File: src/hdl/fpfa_pkg.sv
`default_nettype none

package fpfa_pkg;

  // Table geometry
  localparam int MAX_BLOCKS = 16;
  localparam int SIZE_BITS  = 16;
  localparam int IDX_W      = $clog2(MAX_BLOCKS);
  localparam int CNT_W      = $clog2(MAX_BLOCKS + 1);
  // One table word: held amount over partition size
  localparam int RAM_W      = 2 * SIZE_BITS;

  // Interface payload widths
  localparam int CMD_W      = 2;
  localparam int VAL_W      = 16;
  localparam int STATUS_W   = 3;
  localparam int SLOT_W     = 4;
  localparam int SSIZE_W    = 16;

  typedef enum logic [CMD_W-1:0] {
    CMD_LOAD  = 2'd0,
    CMD_FIRST = 2'd1,
    CMD_BEST  = 2'd2,
    CMD_WORST = 2'd3
  } cmd_t;

  typedef enum logic [STATUS_W-1:0] {
    ST_ALLOCATED  = 3'd0,
    ST_NO_FIT     = 3'd1,
    ST_LOADED     = 3'd2,
    ST_TABLE_FULL = 3'd3,
    ST_ZERO_REQ   = 3'd4
  } status_t;

  // Finished result handed from the sequencer to the output register
  typedef struct packed {
    logic                  valid;
    status_t               status;
    logic [SLOT_W-1:0]     slot;
    logic [SSIZE_W-1:0]    size;
  } res_t;

  // Table memory access
  typedef struct packed {
    logic                  we;
    logic [IDX_W-1:0]      waddr;
    logic [RAM_W-1:0]      wdata;
    logic [IDX_W-1:0]      raddr;
  } ram_req_t;

endpackage

`default_nettype wire

File: src/hdl/fpfa_if.sv
`default_nettype none

// Command channel
interface fpfa_cmd_if;
  logic                         valid;
  logic                         ready;
  logic [fpfa_pkg::CMD_W-1:0]   command;
  logic [fpfa_pkg::VAL_W-1:0]   size_value;

  modport source (output valid, output command, output size_value, input ready);
  modport sink   (input valid, input command, input size_value, output ready);
endinterface

// Result channel
interface fpfa_rsp_if;
  logic                           valid;
  logic                           ready;
  logic [fpfa_pkg::STATUS_W-1:0]  status;
  logic [fpfa_pkg::SLOT_W-1:0]    slot_index;
  logic [fpfa_pkg::SSIZE_W-1:0]   slot_size;

  modport source (output valid, output status, output slot_index, output slot_size,
                  input ready);
  modport sink   (input valid, input status, input slot_index, input slot_size,
                  output ready);
endinterface

`default_nettype wire

File: src/hdl/fixed_partition_fit_allocator_core.sv
`default_nettype none
// Fixed-partition fit allocator.
// cmd channel: command (load, first fit, best fit, worst fit) and size_value.
// rsp channel: status, slot_index, slot_size; exactly one result per item.
// Partition sizes and held amounts share one 16-entry table RAM with a
// registered read; a single sequencer reads, compares and writes back.
// Steps from accept to result valid:
//   load, zero request, or allocate on an empty table: result registered on accept.
//   allocate: a scan over N entries (N = entries visited, up to the partition
//   count; first fit stops at its match), then a write-back if a match is found.
// One item is worked on at a time; the next is accepted once the result has
// moved to the output register, so it may enter while that result is stalled.
// If the receiver holds ready low, the result stays in the output register and
// the sequencer waits once it has a second result ready.
// Reset (rst, synchronous) empties the table and drops any pending result;
// no clearing pass is needed, only loaded entries are ever scanned.

module fixed_partition_fit_allocator_core (
  input wire logic clk,
  input wire logic rst,
  fpfa_cmd_if.sink   cmd,
  fpfa_rsp_if.source rsp
);

  fpfa_pkg::res_t                 res;
  fpfa_pkg::ram_req_t             ram_req;
  logic [fpfa_pkg::RAM_W-1:0]     rd_data;
  logic                           take;
  logic                           out_valid;
  fpfa_pkg::status_t              out_status;
  logic [fpfa_pkg::SLOT_W-1:0]    out_slot;
  logic [fpfa_pkg::SSIZE_W-1:0]   out_size;

  fpfa_ram #(
    .WIDTH (fpfa_pkg::RAM_W),
    .DEPTH (fpfa_pkg::MAX_BLOCKS)
  ) u_table (
    .clk   (clk),
    .we    (ram_req.we),
    .waddr (ram_req.waddr),
    .wdata (ram_req.wdata),
    .raddr (ram_req.raddr),
    .rdata (rd_data)
  );

  fpfa_ctrl u_ctrl (
    .clk     (clk),
    .rst     (rst),
    .cmd     (cmd),
    .take    (take),
    .res     (res),
    .ram_req (ram_req),
    .rd_data (rd_data)
  );

  // Output register: load whenever empty or being drained
  assign take = !out_valid || rsp.ready;

  always_ff @(posedge clk) begin
    if (rst) begin
      out_valid <= 1'b0;
    end else if (take) begin
      out_valid <= res.valid;
    end
  end

  always_ff @(posedge clk) begin
    if (take && res.valid) begin
      out_status <= res.status;
      out_slot   <= res.slot;
      out_size   <= res.size;
    end
  end

  assign rsp.valid      = out_valid;
  assign rsp.status     = out_status;
  assign rsp.slot_index = out_slot;
  assign rsp.slot_size  = out_size;

endmodule

`default_nettype wire

File: src/hdl/fpfa_ram.sv
`default_nettype none

module fpfa_ram #(
  parameter int WIDTH = 32,
  parameter int DEPTH = 16
) (
  input  wire logic                     clk,
  input  wire logic                     we,
  input  wire logic [$clog2(DEPTH)-1:0] waddr,
  input  wire logic [WIDTH-1:0]         wdata,
  input  wire logic [$clog2(DEPTH)-1:0] raddr,
  output logic      [WIDTH-1:0]         rdata
);

  logic [WIDTH-1:0] mem [DEPTH];

  // Write port and registered read port
  always_ff @(posedge clk) begin
    if (we) begin
      mem[waddr] <= wdata;
    end
    rdata <= mem[raddr];
  end

endmodule

`default_nettype wire

File: src/hdl/fpfa_ctrl.sv
`default_nettype none

module fpfa_ctrl (
  input  wire logic                        clk,
  input  wire logic                        rst,
  fpfa_cmd_if.sink                         cmd,
  input  wire logic                        take,
  output fpfa_pkg::res_t                   res,
  output fpfa_pkg::ram_req_t               ram_req,
  input  wire logic [fpfa_pkg::RAM_W-1:0]  rd_data
);

  typedef enum logic [3:0] {
    S_IDLE  = 4'b0001,
    S_SCAN  = 4'b0010,
    S_WRITE = 4'b0100,
    S_RESP  = 4'b1000
  } state_t;

  state_t                             state;
  logic [fpfa_pkg::CNT_W-1:0]         count;
  logic [fpfa_pkg::IDX_W-1:0]         ptr;
  fpfa_pkg::cmd_t                     op;
  logic [fpfa_pkg::SIZE_BITS-1:0]     val;
  logic                               found;
  logic [fpfa_pkg::IDX_W-1:0]         pick;
  logic [fpfa_pkg::SIZE_BITS-1:0]     pick_size;
  fpfa_pkg::status_t                  r_status;
  logic [fpfa_pkg::SLOT_W-1:0]        r_slot;
  logic [fpfa_pkg::SSIZE_W-1:0]       r_size;

  fpfa_pkg::cmd_t                     in_op;
  logic [fpfa_pkg::SIZE_BITS-1:0]     in_val;
  logic                               accept;
  logic                               full;
  logic [fpfa_pkg::SIZE_BITS-1:0]     ent_size;
  logic [fpfa_pkg::SIZE_BITS-1:0]     ent_held;
  logic                               elig;
  logic                               better;
  logic                               take_ent;
  logic                               hit;
  logic                               last;

  // Hold off new items while in reset or busy
  assign cmd.ready = (state == S_IDLE) && !rst;
  assign accept    = cmd.valid && (state == S_IDLE) && !rst;
  assign in_op     = fpfa_pkg::cmd_t'(cmd.command);
  assign in_val    = cmd.size_value[fpfa_pkg::SIZE_BITS-1:0];
  assign full      = (count == fpfa_pkg::CNT_W'(fpfa_pkg::MAX_BLOCKS));

  // Judge the entry read in the previous cycle
  assign ent_size = rd_data[fpfa_pkg::SIZE_BITS-1:0];
  assign ent_held = rd_data[fpfa_pkg::RAM_W-1:fpfa_pkg::SIZE_BITS];
  assign elig     = (ent_held == '0) && (ent_size >= val);
  assign better   = !found
                    || ((op == fpfa_pkg::CMD_BEST)  && (ent_size < pick_size))
                    || ((op == fpfa_pkg::CMD_WORST) && (ent_size > pick_size));
  assign take_ent = elig && better;
  assign hit      = found || take_ent;
  assign last     = ({1'b0, ptr} == fpfa_pkg::CNT_W'(count - fpfa_pkg::CNT_W'(1)))
                    || ((op == fpfa_pkg::CMD_FIRST) && elig);

  // Table accesses: load writes a fresh free entry, allocate marks the pick
  always_comb begin
    ram_req.raddr = (state == S_IDLE) ? '0 : fpfa_pkg::IDX_W'(ptr + fpfa_pkg::IDX_W'(1));
    ram_req.we    = 1'b0;
    ram_req.waddr = pick;
    ram_req.wdata = {val, pick_size};
    if (accept && (in_op == fpfa_pkg::CMD_LOAD) && !full) begin
      ram_req.we    = 1'b1;
      ram_req.waddr = count[fpfa_pkg::IDX_W-1:0];
      ram_req.wdata = {{fpfa_pkg::SIZE_BITS{1'b0}}, in_val};
    end else if (state == S_WRITE) begin
      ram_req.we = 1'b1;
    end
  end

  assign res.valid  = (state == S_RESP);
  assign res.status = r_status;
  assign res.slot   = r_slot;
  assign res.size   = r_size;

  // Control sequence
  always_ff @(posedge clk) begin
    if (rst) begin
      state <= S_IDLE;
      count <= '0;
    end else begin
      case (state)
        S_IDLE: begin
          if (accept) begin
            op  <= in_op;
            val <= in_val;
            if (in_op == fpfa_pkg::CMD_LOAD) begin
              state <= S_RESP;
              if (full) begin
                r_status <= fpfa_pkg::ST_TABLE_FULL;
                r_slot   <= '0;
                r_size   <= '0;
              end else begin
                r_status <= fpfa_pkg::ST_LOADED;
                r_slot   <= fpfa_pkg::SLOT_W'(count[fpfa_pkg::IDX_W-1:0]);
                r_size   <= fpfa_pkg::SSIZE_W'(in_val);
                count    <= fpfa_pkg::CNT_W'(count + fpfa_pkg::CNT_W'(1));
              end
            end else if (in_val == '0) begin
              state    <= S_RESP;
              r_status <= fpfa_pkg::ST_ZERO_REQ;
              r_slot   <= '0;
              r_size   <= '0;
            end else if (count == '0) begin
              state    <= S_RESP;
              r_status <= fpfa_pkg::ST_NO_FIT;
              r_slot   <= '0;
              r_size   <= '0;
            end else begin
              state <= S_SCAN;
              ptr   <= '0;
              found <= 1'b0;
            end
          end
        end
        S_SCAN: begin
          if (take_ent) begin
            pick      <= ptr;
            pick_size <= ent_size;
          end
          found <= hit;
          ptr   <= fpfa_pkg::IDX_W'(ptr + fpfa_pkg::IDX_W'(1));
          if (last) begin
            if (hit) begin
              state <= S_WRITE;
            end else begin
              state    <= S_RESP;
              r_status <= fpfa_pkg::ST_NO_FIT;
              r_slot   <= '0;
              r_size   <= '0;
            end
          end
        end
        S_WRITE: begin
          state    <= S_RESP;
          r_status <= fpfa_pkg::ST_ALLOCATED;
          r_slot   <= fpfa_pkg::SLOT_W'(pick);
          r_size   <= fpfa_pkg::SSIZE_W'(pick_size);
        end
        S_RESP: begin
          if (take) begin
            state <= S_IDLE;
          end
        end
        default: begin
          state <= S_IDLE;
        end
      endcase
    end
  end

endmodule

`default_nettype wire

File: src/flat_wrapper.sv
// flat-port wrapper written by rule: the top's interface ports become plain ports
module fixed_partition_fit_allocator_core_flat 
  (clk, rst, cmd_valid, cmd_command, cmd_size_value, cmd_ready, rsp_valid, rsp_status, rsp_slot_index, rsp_slot_size, rsp_ready);
  fpfa_cmd_if cmd_i ();
  fpfa_rsp_if rsp_i ();
  input wire logic clk;
  input wire logic rst;
  input wire logic [$bits(cmd_i.valid)-1:0] cmd_valid;
  input wire logic [$bits(cmd_i.command)-1:0] cmd_command;
  input wire logic [$bits(cmd_i.size_value)-1:0] cmd_size_value;
  output wire logic [$bits(cmd_i.ready)-1:0] cmd_ready;
  output wire logic [$bits(rsp_i.valid)-1:0] rsp_valid;
  output wire logic [$bits(rsp_i.status)-1:0] rsp_status;
  output wire logic [$bits(rsp_i.slot_index)-1:0] rsp_slot_index;
  output wire logic [$bits(rsp_i.slot_size)-1:0] rsp_slot_size;
  input wire logic [$bits(rsp_i.ready)-1:0] rsp_ready;
  assign cmd_i.valid = cmd_valid;
  assign cmd_i.command = cmd_command;
  assign cmd_i.size_value = cmd_size_value;
  assign cmd_ready = cmd_i.ready;
  assign rsp_valid = rsp_i.valid;
  assign rsp_status = rsp_i.status;
  assign rsp_slot_index = rsp_i.slot_index;
  assign rsp_slot_size = rsp_i.slot_size;
  assign rsp_i.ready = rsp_ready;
  fixed_partition_fit_allocator_core u_core (.clk(clk), .rst(rst), .cmd(cmd_i), .rsp(rsp_i));
endmodule
File: config.mk
export PLATFORM = sky130hd
export DESIGN_NAME = fixed_partition_fit_allocator_core_flat
export DESIGN_NICKNAME = d
export VERILOG_FILES = /design/src/hdl/fpfa_pkg.sv /design/src/hdl/fpfa_if.sv /design/src/hdl/fixed_partition_fit_allocator_core.sv /design/src/hdl/fpfa_ram.sv /design/src/hdl/fpfa_ctrl.sv /design/src/flat_wrapper.sv
export SDC_FILE = /design/constraint.sdc
export NUM_CORES = 1
export LEC_CHECK = 0
export BUFFER_PORTS_ARGS = -buffer_cell sky130_fd_sc_hd__clkbuf_2
export CELL_PAD_IN_SITES_DETAIL_PLACEMENT = 0
export CELL_PAD_IN_SITES_GLOBAL_PLACEMENT = 1
export CORE_UTILIZATION = 48
export CTS_CLUSTER_SIZE = 12
export DETAILED_ROUTE_END_ITERATION = 10
export GPL_ROUTABILITY_DRIVEN = 0
export PLACE_DENSITY_LB_ADDON = 0.1
export SKIP_CTS_REPAIR_TIMING = 1
export SYNTH_ARGS = -nofsm -noshare
export SYNTH_HDL_FRONTEND = slang
export SYNTH_SLANG_ARGS = --single-unit
File: constraint.sdc
create_clock -name clk -period 3.99 [get_ports clk]
set_input_delay 0.1995 -clock clk [delete_from_list [all_inputs] [get_ports clk]]
set_output_delay 0.1995 -clock clk [all_outputs]
set_load 0.1 [all_outputs]
==> impl_summary.log <==
INFO  metric clkLatencyLatePin = 0.60 ns
INFO  metric drc_errors = 0
INFO  metric grt_remaining_overflow = 0
INFO  metric achievable-frequency = 290 MHz
INFO  metric clock-root-buffer = clkbuf_16
INFO  metric leakagePower = 10.2 nW
INFO  metric critPathKind = reg2reg
INFO  metric globalRouteTotalUtil = 0.228
INFO  metric power.share.sequential = 0.504
INFO  metric totalNegativeSetupSlack = 0 ns
INFO  metric synth_largest_type_area_fraction = 0.698
INFO  metric fill_cells = 4252
INFO  metric max_slew.worst_pin.slew = 1.38 ns
INFO  metric synth_largest_area_cell = edfxtp_1
INFO  metric slew_headroom = 0.0766
INFO  metric initial_core_utilization = 0.489
INFO  metric synth_warnings = 0
INFO  metric cp_data_required_time = 4.25 ns
INFO  metric cts.path.max_buffers = 3
INFO  metric route.detailed.vias_per_inst = 5.68
INFO  metric floorplan.die.height = 234 um
INFO  metric p_sw = 3.63 mW
INFO  metric totalPowerFinal = 15.2 mW
INFO  metric slew_violations = 0
INFO  metric period_needed = 3.45 ns
INFO  metric detail_route.iter0.violations = 1079
INFO  metric vdd_drop_max = 0.532 mV
INFO  metric io_buffer_count = 46
INFO  metric post_synth_inst_count = 1715
INFO  metric clock_tree_from_tritoncts = built
INFO  metric timing.clock.skew = 0.0117 ns
INFO  metric cts-buffers-inserted = 69
INFO  metric floorplan.die.width = 234 um
INFO  metric critPathCaptureType = flip-flop
INFO  metric syn_avg_cell_area = 15.1 sq um
INFO  metric boundaryPins = 47
INFO  metric die_area = 54800 sq um
INFO  metric timing.final.hold_violations = 0
INFO  metric synthesis.nets = 1772
INFO  metric route.detailed.wl_per_inst = 23.7 um
INFO  metric maximum_number_of_pins_on_one_net_before_global_route_repair = 129
INFO  metric intPower = 11.5 mW
INFO  metric area_growth_syn_to_layout = 14.4%
INFO  metric rsz0062_at_grt = no
INFO  metric yosys_register_bits = 643
INFO  metric layoutNonFillerInstCount = 2574
INFO  metric power-per-cell-area = 513 nW/um^2
INFO  metric drive_gt1_frac = 0.130
INFO  metric cp.arrival = 3.71 ns
INFO  metric setup.worst_path.start_class = flip-flop
INFO  metric max_cap_violations = 0
INFO  metric post-place-cells = 2431
INFO  metric grt_pass1_vias = 14300
INFO  metric path_max_fanout = 23
INFO  metric drt_pre_antenna_iters = 7
INFO  metric finalSetupViolCount = 0
INFO  metric antennaDiodeCount = 0
INFO  metric synth_area_leaders = edfxtp_1 (70%), mux2i_1 (8.7%), nand2_1 (3.5%), dfxtp_1 (3.3%), ha_1 (1.7%)
INFO  metric fin_ws = 0.541 ns
INFO  metric synth_flop_cell = edfxtp_1
INFO  metric dp_slack = 0.591 ns
INFO  metric hold_path_class = in2reg
INFO  metric floorplan.core_area = 52900 sq um
INFO  metric synth_enable_flop_cells = 601
INFO  metric core.rowCount = 84
INFO  metric comb_power_share = 0.109
INFO  metric cts_sinks = 643
INFO  metric detailedPlacementHpwl = 36100 um
INFO  metric p_sw_frac = 0.239
INFO  metric synth_seq_area_share = 0.731
INFO  metric most_frequent_standard_cell_in_the_layout_excluding_fill_and_tap_cells = edfxtp_1
INFO  metric grt_first_pass_wirelength = 90300 um
INFO  metric asyncSetResetFlopFracSynth = 0
INFO  metric final_design_area_no_fill = 29600 sq um
INFO  metric placed_cell_area = 27300 sq um
INFO  metric status = completed
INFO  metric antenna_violations_before_repair = 0
INFO  metric pwr-share-clk = 0.387
INFO  metric post-route-period-util = 0.864
INFO  metric route.antenna.remaining_nets = 0
INFO  metric layout.nets = 1892
INFO  metric syn_std_cell_area = 25800 sq um
INFO  metric mostFrequentLayoutCells = edfxtp_1 (601), nand2_1 (241), mux2i_1 (225)
INFO  metric htree_levels = 3
INFO  metric routed_wirelength = 61000 um
INFO  metric synth.lib_cells_used.distinct = 54
INFO  metric vias = 14600
INFO  metric clk_pin_slew_worst_paths = 0.06 ns
area by class of cell:
type	count	area, sq um	share of cell area
Inverter	41	154	0.00520
Multi-Input combinational cell	933	6430	0.217
Sequential cell	643	18900	0.639
Clock inverter	21	88.8	0.00300
Tap cell	688	861	0.0291
Timing Repair Buffer	147	1190	0.0403
Clock buffer	101	1960	0.0663
routing by layer:
metal | vias up | global-route usage | wire, um
met5 | - | 0 | 0
met4 | 0 | 0.0676 | 1480
met3 | 96 | 0.0402 | 2680
met2 | 335 | 0.373 | 29900
met1 | 7396 | 0.310 | 26900
li1 | 6783 | - | -
path summary, 6_finish.rpt:
kind	from	cells after the start	to	slack (ns)
max	u_core.u_ctrl.val[15]$_DFFE_PP_	9	u_core.u_ctrl.r_size[13]$_DFFE_PP_	0.54
min	cmd_valid	4	u_core.u_ctrl.state[0]$_SDFFE_PP1P_	0.03
max reg2reg	u_core.u_ctrl.val[15]$_DFFE_PP_	9	u_core.u_ctrl.r_size[13]$_DFFE_PP_	0.54
min reg2reg	u_core.u_ctrl.r_size[14]$_DFFE_PP_	0	u_core.rsp.slot_size[14]$_DFFE_PP_	0.42
through the flow:
| step | utilization | hold WS (ns) |
|---|---|---|
| final | 0.559 | 0.0330 |
| after global routing | 0.559 | 0.0456 |
| after CTS | 0.555 | -0.189 |
| after detailed placement | 0.517 | 0.405 |
| after global placement | 0.517 | 0.405 |
| after floorplan | - | 0.298 |
power by group through the flow:
stage | combinational [mW] | clock [mW] | sequential, mW
2_1_floorplan | 1.10 | 0 | 7.80
3_3_place_gp | 1.63 | 0 | 7.78
3_5_place_dp | 1.65 | 0 | 7.78
4_1_cts | 1.66 | 5.98 | 7.64
5_1_grt | 1.81 | 6.24 | 7.65
6_report | 1.65 | 5.86 | 7.64
cell usage after synthesis, types with 2 or more instances:
master and number:
a21o_1 3, nand2_2 2, xnor2_1 4, o22ai_1 32, dfxtp_1 42, and2_1 3, and3_1 36, o221a_2 2
buf_6 17, buf_1 6, a211oi_1 33, edfxtp_1 601, nand2_1 242, clkbuf_1 38, ha_1 35, inv_1 40
a32oi_1 2, buf_2 33, nor2b_1 2, a22o_1 3, a311oi_1 33, mux2i_1 225, o21ai_0 38, xor2_1 4
nor2_1 55, mux2_2 2, nand4_1 10, nor4b_1 2, buf_4 4, o21a_1 3, nand2b_1 3, o31ai_1 2
a31oi_1 37, nor3_1 9, nand3b_1 2, a2111oi_0 2, nand3_1 68, nor4_1 8, a21oi_1 17
flip-flops by register name (all words and copies together) (netlist names):
name	count
u_core.rsp.valid	1
u_core.rsp.slot_size	16
u_core.u_ctrl.op	2
u_core.u_ctrl.ptr	4
u_core.rsp.status	3
u_core.u_ctrl.pick_size	16
u_core.u_table.mem	512
u_core.rsp.slot_index	4
u_core.u_ctrl.pick	4
u_core.u_table.rdata	32
u_core.u_ctrl.count	5
u_core.u_ctrl.found	1
u_core.u_ctrl.r_size	16
u_core.u_ctrl.state	4
u_core.u_ctrl.val	16
u_core.u_ctrl.r_status	3
u_core.u_ctrl.r_slot	4
kinds of logic after synthesis:
logic type	share of synthesized area
flip-flops	0.731
AND/OR/NAND/NOR	0.0767
multiplexers	0.0880
AO/OA/AOI/OAI	0.0566
buffers and inverters	0.0273
adder cells (fa/ha/maj)	0.0169
XOR/XNOR	0.00363
worst max-delay path, cell delays in order (launching register included):
cell and delay, ns:
edfxtp_1 0.33, inv_1 0.05, ha_1 0.30, nand4_1 0.16, nor3_1 0.47, or4b_1 0.47, a31oi_1 0.53, a31o_2 0.29
o2111a_1 0.19, buf_4 0.30
Power figures use the tool's default switching activity.
